<file path="src/rtl/lsis_pkg.sv">
// ----------------------------------------------------------------------------
// lsis_pkg
// Shared types and constants for the line start index search block.
// ----------------------------------------------------------------------------
package lsis_pkg;

  localparam int unsigned LSIS_MAX_LINES = 4096;

  localparam int unsigned LSIS_OFFSET_W = 32;
  localparam int unsigned LSIS_LINE_W   = 12;
  localparam int unsigned LSIS_COUNT_W  = 13;

  typedef enum logic [1:0] {
    OP_MARK   = 2'd0,
    OP_CLEAR  = 2'd1,
    OP_LOCATE = 2'd2,
    OP_QUERY  = 2'd3
  } lsis_op_t;

  typedef enum logic [1:0] {
    STAT_OK    = 2'd0,
    STAT_FULL  = 2'd1,
    STAT_EMPTY = 2'd2
  } lsis_status_t;

  typedef enum logic [1:0] {
    ST_IDLE,
    ST_SEARCH,
    ST_RESULT
  } lsis_state_t;

  // Port controls of the offset table.
  typedef struct packed {
    logic rd_en;
    logic wr_en;
  } lsis_mem_ctl_t;

endpackage

</file>
<file path="src/rtl/lsis_ctrl.sv">
// ----------------------------------------------------------------------------
// lsis_ctrl
// Request sequencer: entry count, table updates, the binary search loop and
// the output register.
// ----------------------------------------------------------------------------
module lsis_ctrl #(
  parameter int unsigned MAX_LINES = lsis_pkg::LSIS_MAX_LINES,
  parameter int unsigned IW        = $clog2(MAX_LINES)
) (
  input  logic                                clk,
  input  logic                                rst,
  input  logic                                req_valid,
  output logic                                req_stall,
  input  logic [1:0]                          op,
  input  logic [lsis_pkg::LSIS_OFFSET_W-1:0]  position,
  input  logic [lsis_pkg::LSIS_LINE_W-1:0]    line_number,
  input  logic [lsis_pkg::LSIS_OFFSET_W-1:0]  file_size,
  output logic                                rsp_valid,
  input  logic                                rsp_stall,
  output logic [lsis_pkg::LSIS_LINE_W-1:0]    found_line,
  output logic [lsis_pkg::LSIS_OFFSET_W-1:0]  line_start,
  output logic [lsis_pkg::LSIS_COUNT_W-1:0]   line_count,
  output logic [1:0]                          status,
  output lsis_pkg::lsis_mem_ctl_t             mem_ctl,
  output logic [IW-1:0]                       rd_addr,
  output logic [IW-1:0]                       wr_addr,
  output logic [lsis_pkg::LSIS_OFFSET_W-1:0]  wr_data,
  input  logic [lsis_pkg::LSIS_OFFSET_W-1:0]  rd_data
);
  import lsis_pkg::*;

  localparam int unsigned CW = $clog2(MAX_LINES + 1);
  localparam int unsigned QW = (CW > LSIS_LINE_W) ? CW : LSIS_LINE_W;

  lsis_state_t              state, state_next;
  logic [CW-1:0]            count, count_next;
  logic [CW-1:0]            lo, lo_next;
  logic [CW-1:0]            hi, hi_next;
  logic [CW-1:0]            mid, mid_next;
  logic [LSIS_OFFSET_W-1:0] pos, pos_next;
  logic [LSIS_LINE_W-1:0]   res_line, res_line_next;
  logic [LSIS_OFFSET_W-1:0] res_start, res_start_next;
  lsis_status_t             res_status, res_status_next;
  logic                     use_mem, use_mem_next;

  logic          accept;
  logic          out_free;
  logic          full;
  logic          le;
  logic [CW-1:0] lo_step;
  logic [CW-1:0] hi_step;
  logic          more;
  logic [CW-1:0] last_line;

  assign req_stall = (state != ST_IDLE);
  assign accept    = req_valid && !req_stall;
  assign out_free  = !rsp_valid || !rsp_stall;
  assign full      = (count == CW'(MAX_LINES));

  // One probe of the search: the table word at mid arrived this cycle.
  assign le        = (rd_data <= pos);
  assign lo_step   = le ? (mid + CW'(1)) : lo;
  assign hi_step   = le ? hi : mid;
  assign more      = (lo_step < hi_step);
  assign last_line = (lo_step == '0) ? '0 : (lo_step - CW'(1));

  always_comb begin
    state_next = state;
    case (state)
      ST_IDLE: begin
        if (accept) begin
          if ((lsis_op_t'(op) == OP_LOCATE) && (count != '0)) begin
            state_next = ST_SEARCH;
          end else begin
            state_next = ST_RESULT;
          end
        end
      end
      ST_SEARCH: begin
        if (!more) begin
          state_next = ST_RESULT;
        end
      end
      ST_RESULT: begin
        if (out_free) begin
          state_next = ST_IDLE;
        end
      end
      default: state_next = ST_IDLE;
    endcase
  end

  always_comb begin
    mem_ctl         = '0;
    rd_addr         = '0;
    wr_addr         = count[IW-1:0];
    wr_data         = position;
    count_next      = count;
    lo_next         = lo;
    hi_next         = hi;
    mid_next        = mid;
    pos_next        = pos;
    res_line_next   = res_line;
    res_start_next  = res_start;
    res_status_next = res_status;
    use_mem_next    = use_mem;
    case (state)
      ST_IDLE: begin
        if (accept) begin
          res_line_next   = '0;
          res_start_next  = '0;
          res_status_next = STAT_OK;
          use_mem_next    = 1'b0;
          case (lsis_op_t'(op))
            OP_MARK: begin
              if (full) begin
                res_status_next = STAT_FULL;
              end else begin
                mem_ctl.wr_en  = 1'b1;
                count_next     = count + CW'(1);
                res_line_next  = LSIS_LINE_W'(count);
                res_start_next = position;
              end
            end
            OP_CLEAR: begin
              count_next = '0;
            end
            OP_LOCATE: begin
              if (count == '0) begin
                res_status_next = STAT_EMPTY;
              end else begin
                lo_next       = '0;
                hi_next       = count;
                mid_next      = count >> 1;
                pos_next      = position;
                mem_ctl.rd_en = 1'b1;
                rd_addr       = IW'(count >> 1);
              end
            end
            OP_QUERY: begin
              res_line_next = line_number;
              if (QW'(line_number) < QW'(count)) begin
                mem_ctl.rd_en = 1'b1;
                rd_addr       = IW'(line_number);
                use_mem_next  = 1'b1;
              end else begin
                res_start_next = file_size;
              end
            end
            default: begin
              res_status_next = STAT_OK;
            end
          endcase
        end
      end
      ST_SEARCH: begin
        lo_next       = lo_step;
        hi_next       = hi_step;
        mem_ctl.rd_en = 1'b1;
        if (more) begin
          mid_next = lo_step + ((hi_step - lo_step) >> 1);
          rd_addr  = IW'(lo_step + ((hi_step - lo_step) >> 1));
        end else begin
          // The search has ended; fetch the start of the line found.
          rd_addr       = IW'(last_line);
          res_line_next = LSIS_LINE_W'(last_line);
          use_mem_next  = 1'b1;
        end
      end
      default: begin
        use_mem_next = use_mem;
      end
    endcase
  end

  always_ff @(posedge clk) begin
    if (rst) begin
      state <= ST_IDLE;
      count <= '0;
    end else begin
      state <= state_next;
      count <= count_next;
    end
  end

  always_ff @(posedge clk) begin
    lo         <= lo_next;
    hi         <= hi_next;
    mid        <= mid_next;
    pos        <= pos_next;
    res_line   <= res_line_next;
    res_start  <= res_start_next;
    res_status <= res_status_next;
    use_mem    <= use_mem_next;
  end

  // The read data register holds still in the result state, since no read
  // is issued there.
  always_ff @(posedge clk) begin
    if (rst) begin
      rsp_valid <= 1'b0;
    end else if ((state == ST_RESULT) && out_free) begin
      rsp_valid <= 1'b1;
    end else if (!rsp_stall) begin
      rsp_valid <= 1'b0;
    end
  end

  always_ff @(posedge clk) begin
    if ((state == ST_RESULT) && out_free) begin
      found_line <= res_line;
      line_start <= use_mem ? rd_data : res_start;
      line_count <= LSIS_COUNT_W'(count);
      status     <= res_status;
    end
  end

`ifndef SYNTHESIS
  a_no_rw_overlap: assert property (@(posedge clk) disable iff (rst)
    !(mem_ctl.rd_en && mem_ctl.wr_en))
    else $error("table read and write issued in the same cycle");

  a_count_bound: assert property (@(posedge clk) disable iff (rst)
    count <= CW'(MAX_LINES))
    else $error("entry count beyond table depth");

  a_search_window: assert property (@(posedge clk) disable iff (rst)
    (state == ST_SEARCH) |-> (lo < hi) && (mid >= lo) && (mid < hi))
    else $error("search probe outside its window");

  a_result_read: assert property (@(posedge clk) disable iff (rst)
    (state == ST_RESULT) && ($past(state) != ST_RESULT) && use_mem
      |-> $past(mem_ctl.rd_en))
    else $error("result taken from table without a read");
`endif

endmodule

</file>
<file path="config.mk">
export PLATFORM = sky130hd
export DESIGN_NAME = lsis_ctrl
export DESIGN_NICKNAME = d
export VERILOG_FILES = /design/src/rtl/lsis_pkg.sv /design/src/rtl/lsis_ctrl.sv
export SDC_FILE = /design/constraint.sdc
export NUM_CORES = 1
export LEC_CHECK = 0
export CAP_MARGIN = 20
export CORE_MARGIN = 2
export CORE_UTILIZATION = 30
export DETAILED_ROUTE_END_ITERATION = 12
export DONT_BUFFER_PORTS = 1
export PLACE_DENSITY = 0.49
export SKIP_CTS_REPAIR_TIMING = 1
export SYNTH_ARGS = -nofsm -noshare
export SYNTH_HDL_FRONTEND = slang
export SYNTH_SLANG_ARGS = --single-unit
</file>
<file path="constraint.sdc">
create_clock -name clk -period 16.7 [get_ports clk]
set_input_delay 3.34 -clock clk [delete_from_list [all_inputs] [get_ports clk]]
set_output_delay 3.34 -clock clk [all_outputs]
set_load 0.03 [all_outputs]
</file>
# Word level (Yosys, flattened, before mapping)
# Index checks and enable logic that the tools add are counted.
classes:
  add_sub_neg: 5
  magnitude_cmp: 3
  n_eq_ne: 14
  muxes: 55
  n_bitwise: 1
  n_reduce_logical: 22
op_table:
  columns: ["operator", "count"]
  rows:
  - ["2-to-1 mux 13 bit", 13]
  - ["one-hot mux 13 bit (2 select lines)", 4]
  - ["2-to-1 mux 12 bit", 8]
  - ["2-to-1 mux 32 bit", 3]
  - ["one-hot mux 12 bit (2 select lines)", 4]
  - ["one-hot mux 32 bit (2 select lines)", 1]
  - ["<= comparator 32 bit", 1]
  - ["adder 13 x 1 -> 13 bit (second input constant)", 2]
  - ["zero test 13 bit", 2]
  - ["inequality test 2 bit (second input constant)", 7]
  - ["adder 13 x 12 -> 13 bit", 1]
  - ["== test 13 bit (second input constant)", 1]
  - ["< comparator 12 x 13 -> 1 bit", 1]
  - ["< comparator 13 bit", 1]
  - ["nonzero test 13 bit", 1]
  - ["subtractor 13 bit", 1]
  - ["2-to-1 mux 2 bit", 6]
  - ["AND reduction 4 bit", 3]
  - ["subtractor 12 x 1 -> 12 bit (second input constant)", 1]
  - ["2-to-1 mux 1 bit", 11]
  - ["== test 2 bit (second input constant)", 3]
  - ["one-hot mux 1 bit (2 select lines)", 3]
  - ["one-hot mux 2 bit (3 select lines)", 1]
  - ["AND reduction 3 bit", 2]
  - ["other kinds (11)", 19]
totals:
  ff_bits: 193
  input_bits: 114
  elab_cells: 115

# Longest topological paths before layout
depth:
  word_depth: 6
  mapped_depth: 29
  depth_no_buf: 26

# Worst setup path before layout
# OpenSTA, ideal clock, no wires.
synth_path:
  kind: "in2out"
  start: "input port rd_data[31] (netlist bit)"
  end: "output port rd_addr[11]"
  arrival_ns: 9.078
  t_required_ns: 13.360
  slack_ns: 4.282
  path_stages: 27
  path_buffers: 3
  cell_sequence: "ha_1 nand4_2 nor4_4 and2_4 a21oi_2 nor2_4 buf_4 buf_2 buf_2 mux2i_1 inv_1 ha_1 nor2b_1 o21ai_0 nand2b_1 maj3_1 a211oi_1 o31ai_4 xor2_1 ha_1 a21o_1 a2111o_1 nand3_1 o22ai_2 o41ai_4 xor2_1 o221ai_1"
synth_via:
  elab_chain_len: 6
synth_lines:
  columns: ["item", "line_no", "rtl"]
  rows:
  - ["from (decl)", "lsis_ctrl.sv:28", "input logic [lsis_pkg::LSIS_OFFSET_W-1:0] rd_data"]
  - ["<= comparator 32 bit *", "lsis_ctrl.sv:61", "assign le = (rd_data <= pos);"]
  - ["2-to-1 mux 13 bit (on tied branches)", "lsis_ctrl.sv:63, lsis_ctrl.sv:62", null]
  - ["subtractor 13 bit, or another cell as far along", "lsis_ctrl.sv:162", "rd_addr = IW'(lo_step + ((hi_step - lo_step) >> 1));"]
  - ["adder 13 x 12 -> 13 bit / 2-to-1 mux 12 bit (equally long branches)", "lsis_ctrl.sv:162, lsis_ctrl.sv:65", null]
  - ["2-to-1 mux 12 bit *", "lsis_ctrl.sv:160", "if (more) begin"]
  - ["one-hot mux 12 bit (2 select lines) *", "lsis_ctrl.sv:107", "case (state)"]
  - ["to (decl)", "lsis_ctrl.sv:25", "output logic [IW-1:0] rd_addr,"]
# Mark *: on every way between the ends. The rest lies on a longest branch, timed or not.

# Worst setup path after layout
layout_path:
  start: "input port rd_data[27] (netlist bit)"
  end: "output port rd_addr[11]"
layout_via:
  elab_chain_len: 6
layout_lines:
  columns: ["item", "line_no", "rtl"]
  rows:
  - ["<= comparator 32 bit *", "lsis_ctrl.sv:61", null]
  - ["2-to-1 mux 13 bit *", "lsis_ctrl.sv:62", "assign lo_step = le ? (mid + CW'(1)) : lo;"]
  - ["named net lo_step[1]", "lsis_ctrl.sv:50", "logic [CW-1:0] lo_step;"]
  - ["subtractor 13 bit, or another cell as far along", "lsis_ctrl.sv:162", null]
  - ["adder 13 x 12 -> 13 bit / 2-to-1 mux 12 bit (equally long branches)", "lsis_ctrl.sv:162, lsis_ctrl.sv:65", null]
  - ["2-to-1 mux 12 bit *", "lsis_ctrl.sv:160", null]
  - ["one-hot mux 12 bit (2 select lines) *", "lsis_ctrl.sv:107", null]
# The timed path passes the listed nets; every way through them passes the cells marked *.

==> out/metrics.csv <==
stage;metric;value;unit
status;outcome;finished clean;
finish;nNetsFinal;1220;
route;wl_met2;15.94;mm
finish;mostFrequentLayoutCell;edfxtp_1;
worst_setup_path;slowest_delay;810;ps
timing;fin_crit;13830;ps
global_route;overflow;0;
power;p_int;854.0;uW
finish;multi_input_area;5225;um2
finish;diodes;0;
route;drc_errors;0;
global_route;antenna_found_initial;2;
clock_tree;cts_tree;done;
route;top_layer;met4;
clock_tree;clk_pin_slew_worst_paths;70;ps
yosys;syn_inst;1085;
job;cap_violations;0;
finish;layout-drive-gt1-share;0.1152;
global_route;grt_pass1_wl;51.76;mm
timing;fmax;72.30;MHz
power;power_frac_comb;0.198;
clock_tree;clk_latency;450;ps
timing;rsz0062_at_grt;false;
placement;dp_hpwl;26.09;mm
finish;final_area;12490;um2
route;drt_iter0_drc;589;
global_route;grt_pass1_vias;8030;
route;wl_met3;2.691;mm
placement;place_congestion;0.9158;
yosys;synth_area;11660;um2
yosys;async_flop_share;0;
die;die-area;40460;um2
route;vias_per_cell;5.226;
worst_setup_path;cp_data_required_time;13360;ps
die;rows;72;
worst_hold_path;hp-class;reg2reg;
finish;syn_to_final_growth;7.105;%
route;wl_per_cell;22.37;um
timing;setup_tns;0;ps
route;firstDrtPassIters;5;
power;leakage;4.597;nW
worst_setup_path;startpoint_type;primary input;
finish;mostFrequentLayoutCells;edfxtp_1, nor2_1, inv_1, nand2_1, ha_1;
die;die_h;201.1;um
route;dr_total_vias;8153;
power;p_clk_frac;0.329;
worst_setup_path;arrival;10490;ps
finish;seqCellArea;5635;um2
global_route;grt_usage;0.1717;
die;core;38470;um2
clock_tree;h-tree-depth;4;
yosys;ys_seq_area_frac;0.4834;
timing;finalHoldViolations;0;
global_route;grt_max_degree;48;
worst_setup_path;crit_family;compound AO/OA/AOI/OAI gates;
placement;place_area;11910;um2
power;swShare;0.3081;
finish;fill_cells;3944;
power;power_density;98.85;nW/um2
route;drt-met1-wl;15.46;mm
yosys;synth_nets;1276;
worst_setup_path;cpMaxStageDelayCell;nor2_4;
worst_setup_path;crit_type;in2out;
placement;port_buffers;0;
worst_setup_path;path_buf_inv;1;
yosys;synth_cell_type_count;83;
yosys;syn_avg_cell_area;10.75;um2
timing;relSlewSlack;0.2847;
die;die_w;201.1;um
timing;worstMarginPinSlew;1062;ps
route;wirelength;34.90;mm
power;switchingPower;380.3;uW
power;ir_worst_vdd;0.06794;mV
worst_setup_path;cp_max_fo;40;
timing;period_share;0.8283;
timing;setup_viol;0;
timing;fin_skew;9.887;ps
power;seq_power_share;0.473;
worst_setup_path;cp_cell_sequence;ha_1 > nand4_1 > nor4_4 > and2_4 > a21oi_2 > nor2_4 > mux2i_1 > inv_1 > fa_1 > xnor2_1 > ha_1 > a21o_1 > a21oi_1 > nand2_1 > nand2_1 > nor3_1 > a2111oi_0 > o21ai_1 > nand3_1 > o22ai_2 > o41ai_4 > xor2_1 > o221ai_1;
yosys;synthFlopType;edfxtp_1;
clock_tree;clock-sinks;193;
yosys;synth_warnings;0;
die;io_pins;233;
die;start_util;0.3031;
route;drtAntennaViolNets;0;
clock_tree;clockRootBuffer;clkbuf_16;
clock_tree;cts_made_buffers;17;
worst_setup_path;end_kind;output port;
clock_tree;ctsLongestPathBuffers;2;
timing;slew_viol_final;0;
yosys;synth_edf_count;177;
yosys;ys_seq_elements;193;
-- registers in the layout (all words and copies together) (netlist names) --
signal / count
count: 13
found_line: 12
hi: 13
line_count: 13
line_start: 32
lo: 13
mid: 13
pos: 32
res_line: 12
res_start: 32
res_status: 2
rsp_valid: 1
state: 2
status: 2
use_mem: 1
-- final timing paths --
kind | start | endpoint | slack [ps] | cells after the start
hold / removal | res_status[1]$_DFFE_PP_ | status[1]$_DFFE_PP_ | 430 | 0
hold reg to reg | res_status[1]$_DFFE_PP_ | status[1]$_DFFE_PP_ | 430 | 0
setup reg to reg | pos[27]$_DFFE_PP_ | mid[11]$_DFFE_PP_ | 9310 | 24
setup / recovery | rd_data[27] | rd_addr[11] | 2870 | 23
-- synthesized netlist by cell type, drive strengths merged (3+ instances only) --
cell type	count	area (um2)
edfxtp	177	5315
nor2	110	420.4
inv	80	300.3
ha	75	938.4
nand2	75	281.5
buf	60	414.2
o21ai	57	285.3
a21oi	48	255.3
mux2	44	495.5
a22oi	43	322.8
xnor2	34	297.8
clkbuf	29	108.9
nand4	19	146.4
nor3	18	95.09
a21o	17	127.6
nand3	17	85.08
dfxtp	16	320.3
xor2	16	140.1
and2	13	83.83
o22ai	12	87.58
a32oi	10	87.58
nand2b	9	56.30
nor4	9	77.57
nor2b	8	50.05
and3	7	43.79
mux2i	6	63.81
o31ai	6	63.81
a211oi	5	42.54
o311ai	5	51.31
a2111oi	4	60.06
a2bb2oi	4	35.03
and4	4	35.03
o21bai	4	30.03
o2bb2ai	4	35.03
a21boi	3	22.52
a31oi	3	18.77
maj3	3	30.03
o21a	3	22.52
or2	3	18.78
-- metrics by stage --
step                      hold slack, ps  power, mW  setup WS [ps]  std cells    util
after detailed placement           409.8     0.8359           2949       1528  0.3097
after floorplan                    400.3     0.7831           4282       1085       -
final                              425.6      1.234           2868       1560  0.3246
after CTS                          426.4      1.244           2936       1560  0.3246
after global routing               426.5      1.288           2235       1560  0.3246
after global placement             404.1     0.8346           3176       1528  0.3097
-- layer usage --
layer | GRT usage | vias to the layer above
met3 | 0.04681 | 33
met4 | 0.05794 | 0
met2 | 0.2705 | 316
li1 | - | 3824
met5 | 0 | -
met1 | 0.2276 | 3980
-- power groups by stage --
stage / combinational [mW] / sequential (mW) / clock, mW
3_3_place_gp: 0.240 / 0.595 / 0
3_5_place_dp: 0.241 / 0.595 / 0
4_1_cts: 0.243 / 0.584 / 0.417
6_report: 0.245 / 0.583 / 0.406
5_1_grt: 0.268 / 0.585 / 0.435
2_1_floorplan: 0.193 / 0.590 / 0
-- cells by family after synthesis --
| family | after synthesis | synth area share |
|---|---|---|
| AO/OA/AOI/OAI | 244 | 0.1499 |
| XOR/XNOR | 50 | 0.03756 |
| adder cells (fa/ha/maj) | 80 | 0.08650 |
| buffers and inverters | 169 | 0.07062 |
| flip-flops | 193 | 0.4834 |
| multiplexers | 50 | 0.04797 |
| AND/OR/NAND/NOR | 299 | 0.1241 |
-- area by class of cell --
cell class,instances,share of cell area
Inverter,80,0.02405
Clock buffer,21,0.03858
Timing Repair Buffer,14,0.008417
Tap cell,518,0.05190
Sequential cell,193,0.4513
Multi-Input combinational cell,723,0.4184
Clock inverter,11,0.007315
No activity file was read; power rests on OpenSTA's default activity.
